### config.mk
export PLATFORM = sky130hd
export DESIGN_NAME = cmos_rtc_datetime_normalizer_unit
export DESIGN_NICKNAME = d
export VERILOG_FILES = /design/src/hw/rtl/crdn_pkg.sv /design/src/hw/rtl/cmos_rtc_datetime_normalizer_unit.sv /design/src/hw/rtl/crdn_date_step.sv
export VERILOG_INCLUDE_DIRS = /design/src /design/src/hw/rtl
export SDC_FILE = /design/constraint.sdc
export NUM_CORES = 1
export LEC_CHECK = 0
export BUFFER_PORTS_ARGS = -buffer_cell sky130_fd_sc_hd__buf_4
export CAP_MARGIN = 10
export CORE_ASPECT_RATIO = 0.75
export CORE_MARGIN = 1
export CORE_UTILIZATION = 61
export CTS_CLUSTER_SIZE = 10
export DETAILED_ROUTE_END_ITERATION = 10
export HOLD_SLACK_MARGIN = 0.1
export PLACE_DENSITY = 0.87
export SYNTH_ARGS = -nofsm -noshare
export SYNTH_HDL_FRONTEND = slang
export SYNTH_SLANG_ARGS = --single-unit
### constraint.sdc
create_clock -name aclk -period 5.5 [get_ports aclk]
set_input_delay 0.825 -clock aclk [delete_from_list [all_inputs] [get_ports aclk]]
set_output_delay 0.825 -clock aclk [all_outputs]
set_load 0.01 [all_outputs]
### src/hw/rtl/cmos_rtc_datetime_normalizer_unit_assert.svh
// Assertion macros shared by the CMOS RTC date/time normalizer RTL.
// Expects aclk and aresetn in the scope of the including module.
`ifndef CMOS_RTC_DATETIME_NORMALIZER_UNIT_ASSERT_SVH
`define CMOS_RTC_DATETIME_NORMALIZER_UNIT_ASSERT_SVH

// Plain property, checked on every clock outside reset.
`define CRDN_ASSERT(lbl, prop, msg) \
    lbl: assert property (@(posedge aclk) disable iff (!aresetn) (prop)) else $error(msg);

// Same-cycle implication: cons must hold whenever ante holds.
`define CRDN_ASSERT_IMP(lbl, ante, cons, msg) \
    lbl: assert property (@(posedge aclk) disable iff (!aresetn) (ante) |-> (cons)) \
        else $error(msg);

`endif

### src/hw/rtl/crdn_pkg.sv
// Package for the CMOS RTC date/time normalizer: field types, constants,
// BCD decode and month-length helpers. No dependencies.
`timescale 1ns / 1ps

package crdn_pkg;

    localparam int CFG_INDEX_W = 4;
    localparam int TZ_W        = 12;
    localparam int TOTAL_W     = 15;   // holds -1440 .. 9315 minutes

    localparam logic [CFG_INDEX_W-1:0] REG_CLOCK_IS_UTC     = 4'd0;
    localparam logic [CFG_INDEX_W-1:0] REG_TIMEZONE_MINUTES = 4'd1;

    localparam logic [7:0] HOUR_PM_MASK   = 8'h80;
    localparam int         STATUS_BINARY  = 2;    // status B bit 2
    localparam int         STATUS_24H     = 1;    // status B bit 1

    localparam logic [11:0] YEAR_BASE        = 12'd2000;
    localparam logic [6:0]  HOURS_HALF_DAY   = 7'd12;
    localparam logic signed [TZ_W-1:0] TZ_LIMIT = 12'sd1440;
    localparam logic signed [TOTAL_W-1:0] MINUTES_PER_DAY = 15'sd1440;
    localparam logic signed [TOTAL_W-1:0] TOTAL_MIN       = -15'sd1440;

    // floor(t * 1093 / 65536) == t / 60 for every t in 0 .. 1439
    localparam logic [10:0] RECIP_60 = 11'd1093;

    // Century years that are not leap years; the year never leaves 1999..2256,
    // so the divisible-by-100 and divisible-by-400 rules reduce to these two.
    localparam logic [11:0] CENTURY_2100 = 12'd2100;
    localparam logic [11:0] CENTURY_2200 = 12'd2200;

    localparam logic [7:0] MONTH_FEB = 8'd2;
    localparam logic [7:0] MONTH_DEC = 8'd12;
    localparam logic [7:0] MONTH_JAN = 8'd1;
    localparam logic [4:0] DAYS_LEAP_FEB = 5'd29;
    localparam logic [4:0] DAYS_INVALID  = 5'd30;
    localparam logic [4:0] MONTH_DAYS [0:11] = '{5'd31, 5'd28, 5'd31, 5'd30, 5'd31, 5'd30,
                                                 5'd31, 5'd31, 5'd30, 5'd31, 5'd30, 5'd31};

    typedef struct packed {
        logic [7:0]  day;
        logic [7:0]  mon;
        logic [11:0] yr;
    } date_t;

    // Low nibble plus ten times the high nibble; nibbles above 9 pass through.
    function automatic logic [7:0] bcd_to_bin(input logic [7:0] v);
        logic [7:0] hi;
        hi = {4'd0, v[7:4]};
        return {4'd0, v[3:0]} + {hi[4:0], 3'd0} + {hi[6:0], 1'b0};
    endfunction

    function automatic logic [4:0] month_length(input logic [11:0] yr, input logic [7:0] mon);
        logic       leap;
        logic [4:0] len;
        leap = (yr[1:0] == 2'b00) && (yr != CENTURY_2100) && (yr != CENTURY_2200);
        if ((mon == MONTH_FEB) && leap) begin
            len = DAYS_LEAP_FEB;
        end else if ((mon >= MONTH_JAN) && (mon <= MONTH_DEC)) begin
            len = MONTH_DAYS[mon[3:0] - 4'd1];
        end else begin
            len = DAYS_INVALID;
        end
        return len;
    endfunction

endpackage

### src/hw/rtl/cmos_rtc_datetime_normalizer_unit.sv
// Top level of the CMOS RTC date/time normalizer: handshakes, sequencer,
// shared minute arithmetic. Depends on crdn_pkg, crdn_date_step, assert header.
`timescale 1ns / 1ps
`include "cmos_rtc_datetime_normalizer_unit_assert.svh"

// Decodes one snapshot of the CMOS clock bytes (BCD or binary per status B
// bit 2, 12-hour PM flag in hour bit 7 unless status B bit 1 is set), adds
// 2000 to the year and, with clock_is_utc set, shifts the time by
// timezone_minutes (clamped to +/-1440) with Gregorian day/month/year
// rollover. One snapshot is worked at a time; s_ready is high only while the
// sequencer is idle. Without the shift a snapshot is decoded on the input
// transfer, then loaded into the output register. With the shift the sequencer
// forms the minute total, steps it one whole day at a time through the shared
// +/-1440 adder and calendar stepper (0 to 6 days crossed, set by the largest
// decodable hour and minute), divides it by 60 (reciprocal multiply), takes
// the remainder and loads the output. The output register waits for m_ready
// and the sequencer holds in its load step until the slot is free. The
// configuration channel is always ready; index 0 is clock_is_utc, index 1
// is timezone_minutes, other indexes are dropped. Write configuration only
// while no snapshot is in flight.
module cmos_rtc_datetime_normalizer_unit import crdn_pkg::*; (
    input  logic                   aclk,
    input  logic                   aresetn,

    input  logic                   cfg_valid,
    output logic                   cfg_ready,
    input  logic [CFG_INDEX_W-1:0] cfg_index,
    input  logic [TZ_W-1:0]        cfg_data,

    input  logic                   s_valid,
    output logic                   s_ready,
    input  logic [7:0]             s_raw_second,
    input  logic [7:0]             s_raw_minute,
    input  logic [7:0]             s_raw_hour,
    input  logic [7:0]             s_raw_day,
    input  logic [7:0]             s_raw_month,
    input  logic [7:0]             s_raw_year,
    input  logic [7:0]             s_mode_status,

    output logic                   m_valid,
    input  logic                   m_ready,
    output logic [7:0]             m_second,
    output logic [5:0]             m_minute,
    output logic [4:0]             m_hour,
    output logic [7:0]             m_day,
    output logic [7:0]             m_month,
    output logic [11:0]            m_year
);

    localparam logic [2:0] ST_IDLE  = 3'd0;
    localparam logic [2:0] ST_TOTAL = 3'd1;
    localparam logic [2:0] ST_STEP  = 3'd2;
    localparam logic [2:0] ST_DIV   = 3'd3;
    localparam logic [2:0] ST_MOD   = 3'd4;
    localparam logic [2:0] ST_LOAD  = 3'd5;

    logic [2:0]                 state_reg, state_next;

    // configuration
    logic                       utc_reg;
    logic signed [TZ_W-1:0]     tz_reg;

    // working registers
    logic [7:0]                 sec_reg;
    logic [7:0]                 min_reg, min_next;
    logic [6:0]                 hr_reg, hr_next;
    date_t                      date_reg, date_next;
    logic signed [TOTAL_W-1:0]  total_reg, total_next;

    // output slot
    logic                       m_valid_reg;
    logic                       out_shifted_reg;
    logic [7:0]                 m_second_reg;
    logic [5:0]                 m_minute_reg;
    logic [4:0]                 m_hour_reg;
    logic [7:0]                 m_day_reg;
    logic [7:0]                 m_month_reg;
    logic [11:0]                m_year_reg;

    // input decode
    logic                       in_binary;
    logic                       in_twelve;
    logic                       in_pm;
    logic [7:0]                 hr_raw7;
    logic [7:0]                 hr_dec;
    logic [6:0]                 hr_adj;
    logic [7:0]                 day_dec;
    logic [7:0]                 mon_dec;
    logic [7:0]                 yr_dec;

    // shared arithmetic
    logic signed [TOTAL_W-1:0]  hr_times60;
    logic signed [TZ_W-1:0]     tz_sat;
    logic [21:0]                div_prod;
    logic signed [TOTAL_W-1:0]  rem_minutes;
    logic                       step_back;
    date_t                      date_stepped;
    logic                       s_xfer;
    logic                       out_free;

    assign cfg_ready = 1'b1;
    assign s_ready   = (state_reg == ST_IDLE);
    assign s_xfer    = s_valid && s_ready;
    assign out_free  = !m_valid_reg || m_ready;

    assign m_valid  = m_valid_reg;
    assign m_second = m_second_reg;
    assign m_minute = m_minute_reg;
    assign m_hour   = m_hour_reg;
    assign m_day    = m_day_reg;
    assign m_month  = m_month_reg;
    assign m_year   = m_year_reg;

    // Decode straight from the input ports on the transfer cycle.
    assign in_binary = s_mode_status[STATUS_BINARY];
    assign in_twelve = !s_mode_status[STATUS_24H];
    assign in_pm     = (s_raw_hour & HOUR_PM_MASK) != 8'd0;
    assign hr_raw7   = s_raw_hour & ~HOUR_PM_MASK;
    assign hr_dec    = in_binary ? hr_raw7 : bcd_to_bin(hr_raw7);
    assign day_dec   = in_binary ? s_raw_day : bcd_to_bin(s_raw_day);
    assign mon_dec   = in_binary ? s_raw_month : bcd_to_bin(s_raw_month);
    assign yr_dec    = in_binary ? s_raw_year : bcd_to_bin(s_raw_year);

    always_comb begin
        hr_adj = hr_dec[6:0];
        if (in_twelve && in_pm && (hr_dec[6:0] < HOURS_HALF_DAY)) begin
            hr_adj = hr_dec[6:0] + HOURS_HALF_DAY;
        end else if (in_twelve && !in_pm && (hr_dec[6:0] == HOURS_HALF_DAY)) begin
            hr_adj = 7'd0;
        end
    end

    // Hour times 60 as (h << 6) - (h << 2); shared by the total and remainder steps.
    assign hr_times60 = $signed({2'd0, hr_reg, 6'd0} - {6'd0, hr_reg, 2'd0});

    always_comb begin
        tz_sat = tz_reg;
        if (tz_reg > TZ_LIMIT) begin
            tz_sat = TZ_LIMIT;
        end else if (tz_reg < -TZ_LIMIT) begin
            tz_sat = -TZ_LIMIT;
        end
    end

    // Divide a sub-day total by 60 with a reciprocal multiply.
    assign div_prod    = {11'd0, total_reg[10:0]} * {11'd0, RECIP_60};
    assign rem_minutes = total_reg - hr_times60;

    assign step_back = total_reg[TOTAL_W-1];

    crdn_date_step u_date_step (
        .step_back (step_back),
        .cur       (date_reg),
        .nxt       (date_stepped)
    );

    // Sequencer
    always_comb begin
        state_next = state_reg;
        min_next   = min_reg;
        hr_next    = hr_reg;
        date_next  = date_reg;
        total_next = total_reg;
        case (state_reg)
            ST_IDLE: begin
                if (s_xfer) begin
                    min_next       = in_binary ? s_raw_minute : bcd_to_bin(s_raw_minute);
                    hr_next        = hr_adj;
                    date_next.day  = day_dec;
                    date_next.mon  = mon_dec;
                    date_next.yr   = {4'd0, yr_dec} + YEAR_BASE;
                    state_next     = utc_reg ? ST_TOTAL : ST_LOAD;
                end
            end
            ST_TOTAL: begin
                total_next = hr_times60 + $signed({7'd0, min_reg})
                           + {{(TOTAL_W-TZ_W){tz_sat[TZ_W-1]}}, tz_sat};
                state_next = ST_STEP;
            end
            ST_STEP: begin
                // advance or retreat one day per cycle until the total lies in one day
                if (step_back) begin
                    total_next = total_reg + MINUTES_PER_DAY;
                    date_next  = date_stepped;
                end else if (total_reg >= MINUTES_PER_DAY) begin
                    total_next = total_reg - MINUTES_PER_DAY;
                    date_next  = date_stepped;
                end else begin
                    state_next = ST_DIV;
                end
            end
            ST_DIV: begin
                hr_next    = {1'b0, div_prod[21:16]};
                state_next = ST_MOD;
            end
            ST_MOD: begin
                min_next   = rem_minutes[7:0];
                state_next = ST_LOAD;
            end
            ST_LOAD: begin
                if (out_free) begin
                    state_next = ST_IDLE;
                end
            end
            default: begin
                state_next = ST_IDLE;
            end
        endcase
    end

    always_ff @(posedge aclk) begin
        if (!aresetn) begin
            state_reg <= ST_IDLE;
        end else begin
            state_reg <= state_next;
        end
    end

    always_ff @(posedge aclk) begin
        min_reg   <= min_next;
        hr_reg    <= hr_next;
        date_reg  <= date_next;
        total_reg <= total_next;
        if (s_xfer) begin
            sec_reg <= in_binary ? s_raw_second : bcd_to_bin(s_raw_second);
        end
    end

    // Configuration registers; drop writes to unknown indexes.
    always_ff @(posedge aclk) begin
        if (!aresetn) begin
            utc_reg <= 1'b0;
            tz_reg  <= '0;
        end else if (cfg_valid && cfg_ready) begin
            case (cfg_index)
                REG_CLOCK_IS_UTC:     utc_reg <= cfg_data[0];
                REG_TIMEZONE_MINUTES: tz_reg  <= $signed(cfg_data);
                default: begin
                end
            endcase
        end
    end

    // Output slot: load from the sequencer, hold until the transfer.
    always_ff @(posedge aclk) begin
        if (!aresetn) begin
            m_valid_reg     <= 1'b0;
            out_shifted_reg <= 1'b0;
        end else if ((state_reg == ST_LOAD) && out_free) begin
            m_valid_reg     <= 1'b1;
            out_shifted_reg <= utc_reg;
        end else if (m_ready) begin
            m_valid_reg     <= 1'b0;
        end
    end

    always_ff @(posedge aclk) begin
        if ((state_reg == ST_LOAD) && out_free) begin
            m_second_reg <= sec_reg;
            m_minute_reg <= min_reg[5:0];
            m_hour_reg   <= hr_reg[4:0];
            m_day_reg    <= date_reg.day;
            m_month_reg  <= date_reg.mon;
            m_year_reg   <= date_reg.yr;
        end
    end

    `CRDN_ASSERT(a_busy_after_xfer, (s_valid && s_ready) |=> !s_ready, "ready after transfer")
    `CRDN_ASSERT_IMP(a_shift_in_range, m_valid && out_shifted_reg, (m_hour < 5'd24) && (m_minute < 6'd60), "shifted time out of range")
    `CRDN_ASSERT_IMP(a_step_lower_bound, state_reg == ST_STEP, total_reg >= TOTAL_MIN, "minute total below one day back")
    `CRDN_ASSERT_IMP(a_div_in_day, state_reg == ST_DIV, (total_reg >= 0) && (total_reg < MINUTES_PER_DAY), "total not within one day")

endmodule

### src/hw/rtl/crdn_date_step.sv
// One-day calendar step (forward or back) with month/year rollover.
// Depends on crdn_pkg for date_t and month_length.
`timescale 1ns / 1ps

module crdn_date_step import crdn_pkg::*; (
    input  logic  step_back,
    input  date_t cur,
    output date_t nxt
);

    logic [7:0]  day_inc;
    logic [7:0]  day_dec;
    logic [7:0]  mon_inc;
    logic [7:0]  mon_dec;
    logic [11:0] yr_prev;

    assign day_inc = cur.day + 8'd1;
    assign day_dec = cur.day - 8'd1;
    assign mon_inc = cur.mon + 8'd1;
    assign mon_dec = cur.mon - 8'd1;
    assign yr_prev = cur.yr - 12'd1;

    always_comb begin
        nxt = cur;
        if (step_back) begin
            nxt.day = day_dec;
            if (day_dec == 8'd0) begin
                // borrow a month; month zero wraps into December of last year
                if (mon_dec == 8'd0) begin
                    nxt.mon = MONTH_DEC;
                    nxt.yr  = yr_prev;
                    nxt.day = {3'd0, month_length(yr_prev, MONTH_DEC)};
                end else begin
                    nxt.mon = mon_dec;
                    nxt.day = {3'd0, month_length(cur.yr, mon_dec)};
                end
            end
        end else begin
            nxt.day = day_inc;
            if (day_inc > {3'd0, month_length(cur.yr, cur.mon)}) begin
                nxt.day = 8'd1;
                nxt.mon = mon_inc;
                if (mon_inc > MONTH_DEC) begin
                    nxt.mon = MONTH_JAN;
                    nxt.yr  = cur.yr + 12'd1;
                end
            end
        end
    end

endmodule

==> impl_metrics.toml, run 1 <==
[run_status]
status = "finished, final reports clean"

[layout]
diodes = 0
finalNonFillerCells = 1490
drive_above_1_share_pct = 15.14
nets = 1488
syn_to_final_growth_pct = 13.85
largest_register_ffs = 28

[synth]
synth_warnings = 0
synth_top_area_share_pct = 29.99
synthesis.area_mm2 = 0.01131
ys_seq_area_share_pct = 33.00
async_flop_share_pct = 0
yosys.area.top_type = "edfxtp_1"
synthTopCellsByArea = "edfxtp_1 30%, ha_1 17%, fa_1 4.6%, inv_1 3.1%, a21oi_1 3.1%"
syn_avg_cell_area_um2 = 9.881
synthesis.nets = 1398
ys.flop_type = "edfxtp_1"
syn_inst = 1145
synth-edff-count = 113
ys_types = 90
synth-seq-cells = 130

[sta]
finalHoldViolations = 0
worst_pin_slew_ns = 0.9562
fin_worst_skew_ns = 0.008547
rsz0062_at_grt = "no"
max_freq_mhz = 217.0
holdWs_ns = 0.4177
maxSlewHeadroom_pct = 36.02
finalSetupTns_ns = 0
slew_viol_final = 0
setup_violations = 0
layout_worst_path_cycle_share_pct = 83.78
post-route-min-period_ns = 4.608

[global_route]
grtUsageTotal_pct = 29.49
grt_pass1_vias = 9131
grt_antenna_before_repair = 0
overflow = 0
grt_max_degree = 64
grt_pass1_wl_mm = 44.93

[power]
power_leakage_nw = 5.646
total_power_mw = 7.147
power_density_mw_per_mm2 = 554.9
ir_worst_vdd_v = 0.0002922

[worst_setup_path]
crit_chain = "inv_1 > ha_1 > or4b_1 > o211ai_1 > nor2_1 > nand2_1 > nand2_1 > ha_1 > nor2b_1 > o211ai_1 > o32a_1 > nor2_1 > nor2_1 > a221oi_1 > buf_4"
cp_top_family = "simple AND/OR/NAND/NOR gates"
crit_type = "reg -> reg"
critPathLaunch = "date_reg[13]$_DFFE_PP_"
critPathBufInv = 2
crit_arrival_ns = 4.73
cpMostUsedCell = "nor2_1"
cpPeakStageDelay_ns = 0.62
crit_path_start_kind = "flip-flop"
cp_max_fo = 17
cp-end-kind = "flip-flop"
cpMaxStageDelayCell = "edfxtp_1"
crit_required_ns = 5.62
rr_startpoint = "date_reg[13]$_DFFE_PP_"

[place]
hpwl_mm = 20.02
gp_congestion = 0.9150
dp.cells = 1458
port-buffer-count = 119

[clocking]
cts_buffers = 17
cts_max_level = 4
cts_tree = "done"
cts_sinks = 130
post_cts_buffers = 0
cts-resized-gates = 0
hold_buffers = 0
cts_root_buf = "clkbuf_16"
insertion_delay_ns = 0.43
clk_pin_slew_ns = 0.06
clockBufferDepth = 2

[floorplan]
start_util_pct = 63.13
fp-row-count = 42
io-pin-count = 127
die_x_um = 159.3
fp.dieH_um = 119.9
core_mm2 = 0.01792
die-area_mm2 = 0.01910

[job]
maxCapViolations = 0

[route]
wl_per_cell_um = 18.27
final_antenna_net_count = 0
drtIter0Drc = 884
drc = 0
viasPerCell = 6.269
drtPass1Iterations = 5
totalWireLength_mm = 27.22
vias = 9341

[min_path]
min-delay-start = "sec_reg[1]$_DFFE_PP_"
min_path_type = "reg -> reg"
area by class of cell:
cell class / instances / area [um2]
fill: 1249 / 5040
clock buffer: 19 / 464.2
timing repair buffer: 129 / 968.4
multi-input combinational: 863 / 6963
clock inverter: 13 / 95.09
sequential: 130 / 3734
inverter: 94 / 352.8
tap: 242 / 302.8
power by group:
| part | switching [mW] | internal, mW | total, mW |
|---|---|---|---|
| Combinational | 2.38 | 1.72 | 4.10 |
| Clock | 0.465 | 0.622 | 1.09 |
| Sequential | 0.444 | 1.52 | 1.96 |
cells in the final DEF (no fill, tap or decap), types with 34 or more instances in the layout:
cell      Yosys  layout
ha_1        150     150
buf_4         3     129
edfxtp_1    113     113
inv_1        94      94
nand2_1      74      74
a21oi_1      70      70
nor2_1       53      52
o21ai_0      41      41
xnor2_1      39      39
xor2_1       34      34
metal layers:
metal | vias up | GRT usage (%) | wire, um
met3 | 54 | 4.943 | 2400
met5 | - | 0 | 0
li1 | 4398 | - | -
met4 | 0 | 8.714 | 490
met2 | 470 | 47.78 | 12390
met1 | 4419 | 40.70 | 11940
metrics by stage:
step / worst slack [ns] / util [%] / area, um2
after floorplan: 0.8373 / - / 11310
after global placement: 1.192 / 68.75 / 12320
after detailed placement: 1.042 / 68.75 / 12320
after CTS: 0.9664 / 71.88 / 12880
after global routing: 0.5987 / 71.88 / 12880
final: 0.8921 / 71.88 / 12880
kinds of logic after synthesis:
group / after synthesis / synth area share (%)
fa+ha+maj: 176 / 21.19
flops: 130 / 33.00
other cells: 1 / 0.03315
buf+inv: 152 / 5.519
simple gates: 303 / 14.19
mux: 35 / 3.185
compound gates: 275 / 17.23
xor+xnor: 73 / 5.651
cells in the mapped netlist (12+ instances only):
master    number
nor2b_1       31
xor2_1        34
nand2_1       74
inv_1         94
clkbuf_1      30
a21o_1        21
buf_2         15
mux2i_1       27
o211ai_1      13
edfxtp_1     113
o31ai_1       18
xnor2_1       39
ha_1         150
dfxtp_1       17
nor3_1        29
nand3_1       23
nor2_1        53
o21ai_0       41
nor4_1        12
a21oi_1       70
fa_1          26
a211oi_1      13
worst paths after layout:
| check | to | slack, ns | cells after the start |
|---|---|---|---|
| hold / removal | m_second[1]$_DFFE_PP_ | 0.42 | 0 |
| setup / recovery | date_reg[3]$_DFFE_PP_ | 0.89 | 15 |
| setup reg to reg | date_reg[3]$_DFFE_PP_ | 0.89 | 15 |
| hold reg to reg | m_second[1]$_DFFE_PP_ | 0.42 | 0 |
No activity file was read; power rests on OpenSTA's default activity.
==> run 2, diff against run 1 <==
--- a/config.mk
+++ b/config.mk
@@ -10,11 +10,11 @@
 export CAP_MARGIN = 10
 export CORE_ASPECT_RATIO = 0.75
 export CORE_MARGIN = 1
-export CORE_UTILIZATION = 61
+export CORE_UTILIZATION = 55
 export CTS_CLUSTER_SIZE = 10
 export DETAILED_ROUTE_END_ITERATION = 10
 export HOLD_SLACK_MARGIN = 0.1
-export PLACE_DENSITY = 0.87
+export PLACE_DENSITY = 0.83
 export SYNTH_ARGS = -nofsm -noshare
 export SYNTH_HDL_FRONTEND = slang
 export SYNTH_SLANG_ARGS = --single-unit
==> constraint.sdc (replaced) <==
create_clock -name aclk -period 4.2 [get_ports aclk]
set_input_delay 0.63 -clock aclk [delete_from_list [all_inputs] [get_ports aclk]]
set_output_delay 0.63 -clock aclk [all_outputs]
set_load 0.01 [all_outputs]
==> run 2 against run 1 <==
  * Die area is 11% higher
  * Routed wire length is 3.2% higher
  * Core utilization is 6.7 points lower
  * Highest routed layer unchanged
  * Critical endpoint is now total_reg[14]$_DFFE_PP_
==> impl_metrics.toml, run 2 (same netlist as run 1, synthesis figures left out) <==
[worst_setup_path]
crit_required_ns = 4.36
rr_startpoint = "hr_reg[0]$_DFFE_PP_"
reg2regPathDepth = 14
crit_path_start_kind = "flip-flop"
crit_type = "reg -> reg"
rr_endpoint = "total_reg[14]$_DFFE_PP_"
critPathLaunch = "hr_reg[0]$_DFFE_PP_"
crit_arrival_ns = 4.16
cp-end-kind = "flip-flop"
cp_max_fo = 6
r2r_setup_slack_ns = 0.20

[power]
power_switching_mw = 4.466
power_leakage_nw = 5.793
pwr-share-clk_pct = 15.7
power_density_mw_per_mm2 = 735.7
switching_share_pct = 46.05
seqPwrFrac_pct = 25.1
pwr-share-comb_pct = 59.2
internal-power_mw = 5.233
ir_worst_vdd_v = 0.0004406

[place]
pre_cts_ws_ns = 0.2242
gp_congestion = 0.9282
hpwl_mm = 20.69
dp.cells = 1497
port-buffer-count = 119

[route]
met1_length_mm = 12.95
route.met3.wl_mm = 2.248
drtPass1Iterations = 6
drtIter0Drc = 913
viasPerCell = 6.100
wl_per_cell_um = 18.32
totalWireLength_mm = 28.09
drc = 0
wl_met2_mm = 12.37
vias = 9352
final_antenna_net_count = 0
top_layer = "met4"

[global_route]
grt_antenna_before_repair = 0
grt_pass1_vias = 9123
grtUsageTotal_pct = 27.38
grt_max_degree = 64
overflow = 0
grt_pass1_wl_mm = 45.97

[layout]
mostFrequentLayoutCells = "156 x buf_4, 150 x ha_1, 113 x edfxtp_1, 94 x inv_1, 74 x nand2_1"
drive_above_1_share_pct = 17.25
multi_input_comb_area_mm2 = 0.006999
final_common_cell = "buf_4"
finalNonFillerCells = 1533
syn_to_final_growth_pct = 16.52
regArea_mm2 = 0.003734
fillers = 1562
nets = 1515
diodes = 0
largest_register_ffs = 28

[floorplan]
die_x_um = 167.6
die-area_mm2 = 0.02115
io-pin-count = 127
core_mm2 = 0.02021
start_util_pct = 55.97
fp.dieH_um = 126.2
fp-row-count = 45

[min_path]
holdPathEnd = "sec_reg[0]$_DFFE_PP_"
holdPathStages = 1
min_path_type = "in -> reg"
min-delay-start = "s_raw_second[0]"

[sta]
maxSlewHeadroom_pct = 28.79
layout_worst_path_cycle_share_pct = 95.21
finalHoldViolations = 0
slew_viol_final = 0
setup_violations = 0
fin_worst_skew_ns = 0.01195
post-route-min-period_ns = 3.999
max_freq_mhz = 250.1
worst_pin_slew_ns = 1.066
layout_setup_ws_ns = 0.2012

[clocking]
cts_sinks = 130
cts_tree = "done"
clockBufferDepth = 2
insertion_delay_ns = 0.43
cts_max_level = 4
clk_pin_slew_ns = 0.06
cts_root_buf = "clkbuf_16"
cts_buffers = 17

[run_status]
status = "finished, final reports clean"

[job]
maxCapViolations = 0
[run 2: changes by cell type in the layout (fill, tap and decap cells not counted), moves of 2 or more]
cell	before	now
buf_4	129	156
clkinv_2	3	1
inv_4	4	0
inv_8	1	4
o21ai_0	41	38
o21ai_1	1	4
[run 2: worst max-delay path: stages (launching register included)]
cell      delay (ns)
edfxtp_1        0.51
ha_1            0.38
nor2b_1         0.15
a21o_1          0.19
a21o_1          0.19
a21oi_2         0.21
xor2_1          0.19
ha_1            0.26
ha_1            0.38
a21o_1          0.22
a211o_1         0.34
or3_1           0.32
a21oi_1         0.17
o21a_1          0.15
o31ai_1         0.06
[run 2: how the worst max path moves through the flow]
stage | end | depth (start not counted) | slack (ns)
after floorplan | date_reg[0]$_DFFE_PP_ | 17 | 0.1
after global placement | total_reg[14]$_DFFE_PP_ | 14 | 0.28
after detailed placement | total_reg[14]$_DFFE_PP_ | 14 | 0.22
after CTS | total_reg[14]$_DFFE_PP_ | 14 | 0.18
after global routing | total_reg[10]$_DFFE_PP_ | 15 | -0.02
final | total_reg[14]$_DFFE_PP_ | 14 | 0.20
[run 2: per-stage QoR]
stage	hold slack, ns	util (%)	setup TNS [ns]	instance area, um2	power (mW)
after floorplan	0.4003	-	0	11330	6.383
after global placement	0.4010	61.99	0	12530	7.678
after detailed placement	0.4062	61.99	0	12530	7.910
after CTS	0.3826	64.98	0	13130	9.565
after global routing	0.3802	65.22	-0.01870	13180	10.54
final	0.3900	65.22	0	13180	9.699
[run 2: layer usage]
metal / GRT usage, % / up-vias
met4: 7.232 / 0
met3: 5.531 / 46
met5: 0 / -
met2: 42.89 / 413
met1: 38.61 / 4444
li1: - / 4449
[run 2: area by class of cell]
type	count	share of cell area, %
multi-input combinational	863	53.09
inverter	94	2.677
sequential	130	28.32
tap	258	2.449
clock inverter	13	0.9681
clock buffer	19	3.607
timing repair buffer	156	8.884
[run 2: power by group through the flow]
stage	Combinational [mW]	Clock, mW	Sequential (mW)
after CTS	5.62	1.53	2.42
after detailed placement	5.47	0	2.44
after global placement	5.25	0	2.43
final	5.74	1.53	2.43
after global routing	6.47	1.59	2.47
after floorplan	4.13	0	2.25
[run 2: timing repair]
action	4_1_cts	5_1_grt
resized for setup	0	7
setup buffers	0	4
hold buffers	0	0
setup endpoints to repair	0	20
==> run 3, diff against run 2 <==
--- a/config.mk
+++ b/config.mk
@@ -13,8 +13,9 @@
 export CORE_UTILIZATION = 55
 export CTS_CLUSTER_SIZE = 10
 export DETAILED_ROUTE_END_ITERATION = 10
+export GPL_ROUTABILITY_DRIVEN = 0
 export HOLD_SLACK_MARGIN = 0.1
-export PLACE_DENSITY = 0.83
+export PLACE_DENSITY = 0.79
 export SYNTH_ARGS = -nofsm -noshare
 export SYNTH_HDL_FRONTEND = slang
 export SYNTH_SLANG_ARGS = --single-unit
==> run 3 against run 2 <==
  * Clock power decreased by 3%
  * First-iteration DRC count fell by 13%
  * Clock skew increased by 0.0016 ns
  * Sequential cell count stayed put
  * Critical path depth shrank 2
  * Largest cell class unchanged
  * Highest routed layer unchanged
==> impl_metrics.toml, run 3 (same netlist as run 1, synthesis figures left out) <==
[run_status]
status = "finished, final reports clean"

[layout]
largest_register_ffs = 28
syn_to_final_growth_pct = 15.89
nets = 1507
mostFrequentLayoutCells = "150 x ha_1, 148 x buf_4, 113 x edfxtp_1, 94 x inv_1, 74 x nand2_1"
finalNonFillerCells = 1525
drive_above_1_share_pct = 16.89
final_common_cell = "ha_1"
final_area_mm2 = 0.01311
diodes = 0

[global_route]
grt_max_degree = 55
grtUsageTotal_pct = 27.16
overflow = 0
grt_pass1_wl_mm = 45.48
grt_antenna_before_repair = 0
grt_pass1_vias = 9051

[route]
drc = 0
drtIter0Drc = 790
viasPerCell = 6.039
totalWireLength_mm = 27.79
final_antenna_net_count = 0
wl_per_cell_um = 18.22
drtPass1Iterations = 6
vias = 9210

[sta]
max_freq_mhz = 249.7
finalSetupTns_ns = 0
post-route-min-period_ns = 4.005
fin_worst_skew_ns = 0.01359
layout_worst_path_cycle_share_pct = 95.35
rsz0062_at_grt = "yes"
finalHoldViolations = 0
setup_violations = 0
maxSlewHeadroom_pct = 34.32
slew_viol_final = 0
worst_pin_slew_ns = 0.9829
layout_setup_ws_ns = 0.1953

[worst_setup_path]
crit_type = "reg -> reg"
crit_arrival_ns = 4.24
cp-end-kind = "flip-flop"
cp_max_fo = 4
crit_path_start_kind = "flip-flop"
crit_required_ns = 4.43
reg2regPathDepth = 12

[min_path]
holdPathStages = 1
min_path_type = "in -> reg"

[clocking]
clk_pin_slew_ns = 0.07
cts_buffers = 17
cts_root_buf = "clkbuf_16"
cts_tree = "done"
cts_sinks = 130
hold_buffers = 0
insertion_delay_ns = 0.44
cts_max_level = 4
clockBufferDepth = 2
post_cts_buffers = 0

[place]
pre_cts_ws_ns = 0.1407
port-buffer-count = 119
hpwl_mm = 20.69
place_area_mm2 = 0.01250
dp.cells = 1493

[floorplan]
die-area_mm2 = 0.02115
fp.dieH_um = 126.2
die_x_um = 167.6
io-pin-count = 127
core_mm2 = 0.02021
start_util_pct = 55.97
fp-row-count = 45

[job]
maxCapViolations = 0

[power]
power_density_mw_per_mm2 = 727.8
power_leakage_nw = 5.751
total_power_mw = 9.542
ir_worst_vdd_v = 0.0003645
## run 3: cell types whose count changed in the layout (fill, tap and decap cells not counted), sizes merged
| cell | delta |
|---|---|
| clkbuf | -2 |
| clkinv | +1 |
| buf | -8 |
| inv | +1 |
## run 3: critical path, stage by stage (launching register included)
cell       delay [ns]
edfxtp_1         0.50
ha_1             0.33
inv_1            0.07
fa_1             0.50
inv_1            0.04
ha_1             0.28
ha_1             0.30
a2111oi_0        0.45
o21ai_0          0.26
a32oi_2          0.31
o211ai_1         0.20
a31o_2           0.29
a211oi_1         0.27
## run 3: per-stage QoR
| stage | util (%) | hold slack, ns |
|---|---|---|
| floorplan | - | 0.4003 |
| global placement | 61.84 | 0.4017 |
| detailed placement | 61.84 | 0.4054 |
| CTS | 64.75 | 0.3687 |
| global route | 64.87 | 0.3738 |
| finish | 64.87 | 0.3796 |
## run 3: where the power goes
part	switching, mW	total (mW)	internal [mW]
combinational	3.26	5.60	2.35
sequential	0.466	2.45	1.99
clock	0.690	1.49	0.798
## run 3: layout make-up
type	instances	area, um2
clock buffer	17	425.4
tap	258	322.8
inverter	94	352.8
clock inverter	15	161.4
sequential	130	3734
multi-input combinational	863	7004
timing repair buffer	148	1111
fill	1608	7102
## run 3: layer usage
metal,track usage (%),share of wire [%]
met1,38.51,46
met2,41.94,44
met3,6.065,8.5
met4,7.016,1.2
met5,0,0
## run 3: path summary, 6_finish.rpt
check / start / end / slack [ns]
max: total_reg[2]$_DFFE_PP_ / hr_reg[4]$_DFFE_PP_ / 0.20
min: s_raw_second[0] / sec_reg[0]$_DFFE_PP_ / 0.38
max reg2reg: total_reg[2]$_DFFE_PP_ / hr_reg[4]$_DFFE_PP_ / 0.20
min reg2reg: sec_reg[7]$_DFFE_PP_ / m_second[7]$_DFFE_PP_ / 0.42
## run 3: timing repair
| action | CTS | global route |
|---|---|---|
| setup endpoints to repair | 0 | 28 |
| hold endpoints to repair | 0 | 0 |
| resized for setup | 0 | 7 |
